### config.mk
export PLATFORM = sky130hd
export DESIGN_NAME = positional_list_engine_unit
export DESIGN_NICKNAME = d
export VERILOG_FILES = /design/src/rtl/ple_pkg.sv /design/src/rtl/ple_cell.sv /design/src/rtl/positional_list_engine_unit.sv
export SDC_FILE = /design/constraint.sdc
export NUM_CORES = 1
export LEC_CHECK = 0
export BUFFER_PORTS_ARGS = -buffer_cell sky130_fd_sc_hd__buf_2
export CAP_MARGIN = 20
export CORE_MARGIN = 1
export CORE_UTILIZATION = 45
export DETAILED_ROUTE_END_ITERATION = 6
export GPL_ROUTABILITY_DRIVEN = 1
export SLEW_MARGIN = 5
export SYNTH_ARGS = -nofsm -noshare
export SYNTH_HDL_FRONTEND = slang
export SYNTH_SLANG_ARGS = --single-unit
export TNS_END_PERCENT = 100
### constraint.sdc
create_clock -name aclk -period 8.3 [get_ports aclk]
set_input_delay 1.245 -clock aclk [delete_from_list [all_inputs] [get_ports aclk]]
set_output_delay 1.245 -clock aclk [all_outputs]
set_load 0.05 [all_outputs]
### src/rtl/ple_pkg.sv
package ple_pkg;

    localparam int CAPACITY   = 16;
    localparam int DATA_WIDTH = 32;
    localparam int IDX_W      = $clog2(CAPACITY);
    localparam int CNT_W      = $clog2(CAPACITY + 1);
    localparam int CMP_W      = ((CNT_W > 5) ? CNT_W : 5) + 1;

    localparam logic [2:0] KIND_INS_POS   = 3'd0;
    localparam logic [2:0] KIND_INS_FIRST = 3'd1;
    localparam logic [2:0] KIND_INS_LAST  = 3'd2;
    localparam logic [2:0] KIND_DEL_POS   = 3'd3;
    localparam logic [2:0] KIND_DEL_FIRST = 3'd4;
    localparam logic [2:0] KIND_DEL_LAST  = 3'd5;
    localparam logic [2:0] KIND_READ      = 3'd6;

    localparam logic [1:0] STAT_OK     = 2'd0;
    localparam logic [1:0] STAT_BADPOS = 2'd1;
    localparam logic [1:0] STAT_EMPTY  = 2'd2;
    localparam logic [1:0] STAT_FULL   = 2'd3;

    typedef enum logic [1:0] {
        CELL_HOLD,
        CELL_INSERT,
        CELL_DELETE,
        CELL_ROTATE
    } cell_op_t;

    typedef struct packed {
        cell_op_t          op;
        logic [IDX_W-1:0]  idx;
    } cell_cmd_t;

    typedef enum logic {
        STATE_IDLE,
        STATE_READ
    } state_t;

    // sign-extend a stored entry, then keep the 32 bits of the element field
    function automatic logic [31:0] to_element(input logic [DATA_WIDTH-1:0] data);
        logic signed [DATA_WIDTH-1:0] sdata;
        sdata = $signed(data);
        return 32'(sdata);
    endfunction

endpackage

### src/rtl/ple_cell.sv
module ple_cell (
    input  logic                              aclk,
    input  ple_pkg::cell_cmd_t                cmd,
    input  logic [ple_pkg::IDX_W-1:0]         cell_index,
    input  logic [ple_pkg::DATA_WIDTH-1:0]    new_data,
    input  logic [ple_pkg::DATA_WIDTH-1:0]    head_data,
    input  logic [ple_pkg::DATA_WIDTH-1:0]    left_data,
    input  logic [ple_pkg::DATA_WIDTH-1:0]    right_data,
    output logic [ple_pkg::DATA_WIDTH-1:0]    data
);
    import ple_pkg::*;

    logic [DATA_WIDTH-1:0] data_reg;
    logic [DATA_WIDTH-1:0] data_next;

    always_comb begin
        data_next = data_reg;
        unique case (cmd.op)
            CELL_INSERT: begin
                // open a gap at idx: cells above take their left neighbor
                if (cell_index == cmd.idx) begin
                    data_next = new_data;
                end else if (cell_index > cmd.idx) begin
                    data_next = left_data;
                end
            end
            CELL_DELETE: begin
                if (cell_index >= cmd.idx) begin
                    data_next = right_data;
                end
            end
            CELL_ROTATE: begin
                // idx marks the tail; the head wraps around to it
                if (cell_index == cmd.idx) begin
                    data_next = head_data;
                end else if (cell_index < cmd.idx) begin
                    data_next = right_data;
                end
            end
            default: begin
                data_next = data_reg;
            end
        endcase
    end

    always_ff @(posedge aclk) begin
        data_reg <= data_next;
    end

    assign data = data_reg;

endmodule

### src/rtl/positional_list_engine_unit.sv
// Ordered list of up to CAPACITY entries held in a row of cells, one entry per
// cell. Insert and delete commands shift all cells in parallel, giving one
// result word; with the output free they sustain one command per cycle. A
// read-out rotates the row one place per cycle through cell 0 while the
// output is free: it first enters the read state, then emits one element per
// place, and leaves the list in its original order. A one-word command buffer
// lets the next command in while a result waits.
module positional_list_engine_unit (
    input  logic        aclk,
    input  logic        aresetn,
    input  logic        s_tvalid,
    output logic        s_tready,
    input  logic [39:0] s_tdata,   // position[4:0], value[36:5], zero[39:37]
    input  logic [2:0]  s_tuser,   // kind[2:0]
    output logic        m_tvalid,
    input  logic        m_tready,
    output logic [39:0] m_tdata,   // status[1:0], element[33:2], element_count[38:34], zero[39]
    output logic        m_tuser,   // has_element[0]
    output logic        m_tlast
);
    import ple_pkg::*;

    // command buffer
    logic                  cmd_valid_reg;
    logic [2:0]            cmd_kind_reg;
    logic [4:0]            cmd_pos_reg;
    logic [31:0]           cmd_value_reg;

    state_t                state_reg, state_next;
    logic [CNT_W-1:0]      count_reg, count_next;
    logic [CNT_W-1:0]      rd_reg, rd_next;

    // output register
    logic                  m_tvalid_reg;
    logic [1:0]            m_status_reg;
    logic [31:0]           m_element_reg;
    logic                  m_has_reg;
    logic [4:0]            m_count_reg;
    logic                  m_last_reg;

    logic                  out_free;
    logic                  out_load;
    logic                  cmd_done;
    logic [1:0]            o_status;
    logic [31:0]           o_element;
    logic                  o_has;
    logic                  o_last;
    cell_cmd_t             cell_cmd;

    logic [DATA_WIDTH-1:0] cell_data [CAPACITY];
    logic [DATA_WIDTH-1:0] new_data;

    logic [CMP_W-1:0]      pos_ext;
    logic [CMP_W-1:0]      cnt_ext;
    logic                  is_full;
    logic                  is_empty;
    logic                  ins_bad;
    logic                  del_bad;
    logic                  rd_last;

    assign out_free = !m_tvalid_reg || m_tready;
    assign s_tready = !cmd_valid_reg || cmd_done;
    assign new_data = DATA_WIDTH'($signed(cmd_value_reg));

    assign pos_ext  = CMP_W'(cmd_pos_reg);
    assign cnt_ext  = CMP_W'(count_reg);
    assign is_full  = (count_reg == CNT_W'(CAPACITY));
    assign is_empty = (count_reg == '0);
    assign ins_bad  = (cmd_pos_reg == '0) || (pos_ext > cnt_ext + CMP_W'(1));
    assign del_bad  = (cmd_pos_reg == '0) || (pos_ext > cnt_ext);
    assign rd_last  = (rd_reg == count_reg - CNT_W'(1));

    genvar i;
    generate
        for (i = 0; i < CAPACITY; i++) begin : g_cell
            ple_cell u_cell (
                .aclk       (aclk),
                .cmd        (cell_cmd),
                .cell_index (IDX_W'(i)),
                .new_data   (new_data),
                .head_data  (cell_data[0]),
                .left_data  ((i == 0) ? new_data : cell_data[(i == 0) ? 0 : i - 1]),
                .right_data (cell_data[(i == CAPACITY - 1) ? i : i + 1]),
                .data       (cell_data[i])
            );
        end
    endgenerate

    always_comb begin
        state_next   = state_reg;
        count_next   = count_reg;
        rd_next      = rd_reg;
        cmd_done     = 1'b0;
        out_load     = 1'b0;
        o_status     = STAT_OK;
        o_element    = '0;
        o_has        = 1'b0;
        o_last       = 1'b1;
        cell_cmd.op  = CELL_HOLD;
        cell_cmd.idx = '0;

        unique case (state_reg)
            STATE_IDLE: begin
                if (cmd_valid_reg && out_free) begin
                    out_load = 1'b1;
                    cmd_done = 1'b1;
                    unique case (cmd_kind_reg)
                        KIND_INS_POS: begin
                            if (ins_bad) begin
                                o_status = STAT_BADPOS;
                            end else if (is_full) begin
                                o_status = STAT_FULL;
                            end else begin
                                cell_cmd.op  = CELL_INSERT;
                                cell_cmd.idx = IDX_W'(pos_ext - CMP_W'(1));
                                count_next   = count_reg + CNT_W'(1);
                            end
                        end
                        KIND_INS_FIRST, KIND_INS_LAST: begin
                            if (is_full) begin
                                o_status = STAT_FULL;
                            end else begin
                                cell_cmd.op  = CELL_INSERT;
                                cell_cmd.idx = (cmd_kind_reg == KIND_INS_FIRST) ?
                                               '0 : IDX_W'(count_reg);
                                count_next   = count_reg + CNT_W'(1);
                            end
                        end
                        KIND_DEL_POS: begin
                            if (del_bad) begin
                                o_status = STAT_BADPOS;
                            end else begin
                                cell_cmd.op  = CELL_DELETE;
                                cell_cmd.idx = IDX_W'(pos_ext - CMP_W'(1));
                                count_next   = count_reg - CNT_W'(1);
                            end
                        end
                        KIND_DEL_FIRST, KIND_DEL_LAST: begin
                            if (is_empty) begin
                                o_status = STAT_EMPTY;
                            end else begin
                                cell_cmd.op  = CELL_DELETE;
                                cell_cmd.idx = (cmd_kind_reg == KIND_DEL_FIRST) ?
                                               '0 : IDX_W'(count_reg - CNT_W'(1));
                                count_next   = count_reg - CNT_W'(1);
                            end
                        end
                        KIND_READ: begin
                            // empty list gives the bare marker word
                            if (!is_empty) begin
                                out_load   = 1'b0;
                                cmd_done   = 1'b0;
                                rd_next    = '0;
                                state_next = STATE_READ;
                            end
                        end
                        default: begin
                            o_status = STAT_OK;
                        end
                    endcase
                end
            end
            STATE_READ: begin
                if (out_free) begin
                    // emit the head and rotate it to the tail
                    out_load     = 1'b1;
                    o_element    = to_element(cell_data[0]);
                    o_has        = 1'b1;
                    o_last       = rd_last;
                    cell_cmd.op  = CELL_ROTATE;
                    cell_cmd.idx = IDX_W'(count_reg - CNT_W'(1));
                    rd_next      = rd_reg + CNT_W'(1);
                    if (rd_last) begin
                        cmd_done   = 1'b1;
                        state_next = STATE_IDLE;
                    end
                end
            end
            default: begin
                state_next = STATE_IDLE;
            end
        endcase
    end

    always_ff @(posedge aclk) begin
        if (!aresetn) begin
            state_reg     <= STATE_IDLE;
            count_reg     <= '0;
            rd_reg        <= '0;
            cmd_valid_reg <= 1'b0;
            m_tvalid_reg  <= 1'b0;
        end else begin
            state_reg <= state_next;
            count_reg <= count_next;
            rd_reg    <= rd_next;
            if (s_tvalid && s_tready) begin
                cmd_valid_reg <= 1'b1;
            end else if (cmd_done) begin
                cmd_valid_reg <= 1'b0;
            end
            if (out_load) begin
                m_tvalid_reg <= 1'b1;
            end else if (m_tready) begin
                m_tvalid_reg <= 1'b0;
            end
        end
    end

    always_ff @(posedge aclk) begin
        if (s_tvalid && s_tready) begin
            cmd_kind_reg  <= s_tuser;
            cmd_pos_reg   <= s_tdata[4:0];
            cmd_value_reg <= s_tdata[36:5];
        end
        if (out_load) begin
            m_status_reg  <= o_status;
            m_element_reg <= o_element;
            m_has_reg     <= o_has;
            m_count_reg   <= 5'(count_next);
            m_last_reg    <= o_last;
        end
    end

    assign m_tvalid = m_tvalid_reg;
    assign m_tdata  = {1'b0, m_count_reg, m_element_reg, m_status_reg};
    assign m_tuser  = m_has_reg;
    assign m_tlast  = m_last_reg;

    a_count_bound: assert property (@(posedge aclk) disable iff (!aresetn)
        count_reg <= CNT_W'(CAPACITY))
        else $error("element count above capacity");

    a_read_holds_cmd: assert property (@(posedge aclk) disable iff (!aresetn)
        (state_reg == STATE_READ) |-> cmd_valid_reg)
        else $error("read-out running without a buffered command");

    a_count_stable: assert property (@(posedge aclk) disable iff (!aresetn)
        !cmd_done |=> $stable(count_reg))
        else $error("count changed without a finished command");

    a_marker_last: assert property (@(posedge aclk) disable iff (!aresetn)
        (m_tvalid && !m_tuser) |-> m_tlast)
        else $error("word without element is not the last of its command");

    a_read_ok: assert property (@(posedge aclk) disable iff (!aresetn)
        (state_reg == STATE_READ && out_free) |=> (m_tvalid && m_tuser))
        else $error("read-out step did not present an element");

endmodule
==> metrics.cfg <==
[worst_hold_path]
hold_path.class=reg -> reg
holdPathStages=1
hold_start=rd_reg[4]$_SDFFE_PN0P_
whs_endpoint=rd_reg[4]$_SDFFE_PN0P_

[grt]
grt_pass1_wl_um=167000
antenna_found_initial=1
grt_pass1_vias=24600
grt_usage=0.327
grt_max_degree=74
grt-ovfl-total=0

[worst_setup_path]
path_delay_family=compound AO/OA/AOI/OAI gates
startpoint_type=flip-flop
reg2reg_to=g_cell[4].u_cell.data[29]$_DFFE_PP_
r2r_start=count_reg[0]$_SDFF_PN0_
timing.setup.critical_path_class=reg -> reg
cp_slowest_cell=a21oi_4
ff2ff_path_depth=14
cp.arrival_ns=5.99
r2r_slack_ns=2.57
worst-path-buf-inv=3
cp_max_fo=18
cpPeakStageDelay_ns=0.88
critPathRequiredTime_ns=8.56
worstPathCellList=inv_1 -> ha_1 -> inv_1 -> ha_1 -> nor2b_1 -> o21bai_1 -> a31oi_1 -> o21ai_0 -> a21oi_1 -> nand2b_1 -> nand2b_1 -> o31a_1 -> a21oi_4 -> buf_4
end_kind=flip-flop

[synth]
synth_nets=2832
synth_area_leaders=edfxtp_1 58%, nand2_1 5.5%, a221o_1 4.3%, mux2i_1 3.6%, o211ai_1 3.6%
async_flop_share=0
yosys_warnings=0
synth_cell_type_count=80
synth.area.mux_share=0.0368
yosysTopAreaCell=edfxtp_1
synth-compound-area-share=0.187
synth.yosys.seq_area_share=0.587
synth_top_family_by_area=compound AO/OA/AOI/OAI gates
synth.cell_area_um2=30800
ys.flop_type=edfxtp_1
syn_area_per_cell_um2=11.1
synth-seq-cells=606
synth_fa_ha_area_frac=0.00610
synth_edf_count=593
syn_inst=2770
synth_top_area_share=0.579
synth-simple-area-share=0.138
synthXorXnorAreaFrac=0.00427

[timing]
relSlewSlack=0.191
setup_viol=0
post-route-period-util=0.691
tns_ns=0
period_needed_ns=5.73
skew_ns=0.0263
worst_slew_pin_slew_ns=1.21
max_freq_mhz=174
rsz0062_at_grt=false
final_hold_viol_count=0
slew_violations=0

[clocking]
cts_resized=0
cts_setup_buffers=0
cts_max_level=3
root_buffer=clkbuf_16
clock_latency_ns=0.63
numCtsBuffers=69
postCtsHoldBufs=0
clkSinkCount=606
cts_buffer_depth=3
clk_pin_slew_ns=0.05
cts_tree=yes

[power_and_ir_drop]
power.leakage_uw=0.0129
peakVddDrop_v=0.000114
power.density_nw_per_um2=223

[cells_and_area]
nets=2839
final_core_util=0.514
num_antenna_cells=0
final_cell_mix=593 x edfxtp_1, 446 x nand2_1, 206 x nor2_1
n_fill_cell=5846
largest_reg_flops=512
drive_gt1_frac=0.127
final_common_cell=edfxtp_1
area_growth_pct=12.7

[die]
io_pins=91
initial_core_util=0.456
rows=95
die_y_um=263
die-area_um2=69400
core_area_um2=67400
die_w_um=263

[route]
vias=25700
wl_um=116000
drt_iter0_markers=3948
vias_per_cell=6.96
ant_nets=0
wl_per_cell_um=31.3
firstDrtPassIters=6
drc_errors=0

[place]
place.port_buffers=86
dp_hpwl_um=68500
gp_congestion=0.919

[flow_run]
max_cap_violations=0

[status]
status=finished, final reports clean

[worst max-delay path by stage]
stage                                                     end  slack, ns  cells past startpoint                     from
after floorplan            g_cell[8].u_cell.data[0]$_DFFE_PP_       1.99                      9                 m_tready
after global placement     g_cell[8].u_cell.data[6]$_DFFE_PP_       2.15                     12                 m_tready
after detailed placement  g_cell[4].u_cell.data[29]$_DFFE_PP_       2.33                     12                 m_tready
after CTS                 g_cell[4].u_cell.data[30]$_DFFE_PP_       2.69                     14  count_reg[0]$_SDFF_PN0_
after global routing      g_cell[4].u_cell.data[23]$_DFFE_PP_       2.39                     14  count_reg[0]$_SDFF_PN0_
final                     g_cell[4].u_cell.data[29]$_DFFE_PP_       2.57                     14  count_reg[0]$_SDFF_PN0_
[cells by family (layout without fill, tap and decap cells)]
logic type / count (synthesis) / count (layout)
flops: 606 / 606
simple gates: 982 / 982
compound gates: 738 / 738
mux: 113 / 113
buf+inv: 300 / 357
fa+ha+maj: 15 / 15
other cells: 1 / 1
xor+xnor: 15 / 15
[cell usage after synthesis (3+ instances only)]
| library cell | instances |
|---|---|
| buf_2 | 27 |
| nor2b_1 | 5 |
| clkbuf_1 | 177 |
| a21oi_1 | 86 |
| a22oi_1 | 10 |
| a31oi_1 | 57 |
| o21a_1 | 5 |
| nor2_1 | 215 |
| o32a_1 | 13 |
| xnor2_1 | 9 |
| dfxtp_1 | 13 |
| mux2i_1 | 112 |
| or2_1 | 4 |
| o221a_2 | 14 |
| buf_4 | 10 |
| o211ai_1 | 146 |
| and2_1 | 12 |
| a211oi_1 | 15 |
| buf_6 | 3 |
| a311o_1 | 32 |
| a221o_1 | 131 |
| nand2_1 | 454 |
| nor4_1 | 3 |
| o22ai_1 | 22 |
| or3_1 | 13 |
| a21o_1 | 6 |
| nand3_1 | 163 |
| a211o_1 | 15 |
| o21bai_1 | 3 |
| and3_1 | 37 |
| xor2_1 | 6 |
| edfxtp_1 | 593 |
| inv_1 | 59 |
| ha_1 | 15 |
| a221oi_1 | 86 |
| nor3b_1 | 4 |
| or2_2 | 3 |
| buf_1 | 21 |
| nand2b_1 | 9 |
| nor3_1 | 44 |
| o21ai_0 | 65 |
[cell type report]
cell class	count	area [um2]	share of cell area
Clock buffer	88	1840	0.0531
Tap cell	873	1090	0.0315
Timing Repair Buffer	174	1220	0.0353
Inverter	62	233	0.00672
Multi-Input combinational cell	1864	11900	0.343
Clock inverter	33	307	0.00885
Sequential cell	606	18100	0.521
[metal layers]
layer / GRT usage / up-vias / part of all wire
met5: 0 / - / 0
li1: - / 10700 / -
met2: 0.499 / 1981 / 0.44
met3: 0.0884 / 289 / 0.13
met1: 0.444 / 12700 / 0.39
met4: 0.122 / 0 / 0.036
[where the power goes]
group | internal (uW) | total (uW) | switching, uW
clock | 1720 | 3030 | 1300
combinational | 298 | 952 | 654
sequential | 3630 | 3760 | 127
[per-stage QoR]
step                hold slack [ns]  total power [uW]  setup slack (ns)  std cells  instance area [um2]
finish                        0.496              7730              2.57       3700                34700
global route                  0.535              7930              2.39       3700                34700
CTS                           0.507              7720              2.69       3698                34600
detailed placement            0.495              4730              2.33       3577                32500
global placement              0.492              4700              2.15       3573                32400
floorplan                     0.448              4370              1.99       2770                30800
No activity file was read; power rests on OpenSTA's default activity.
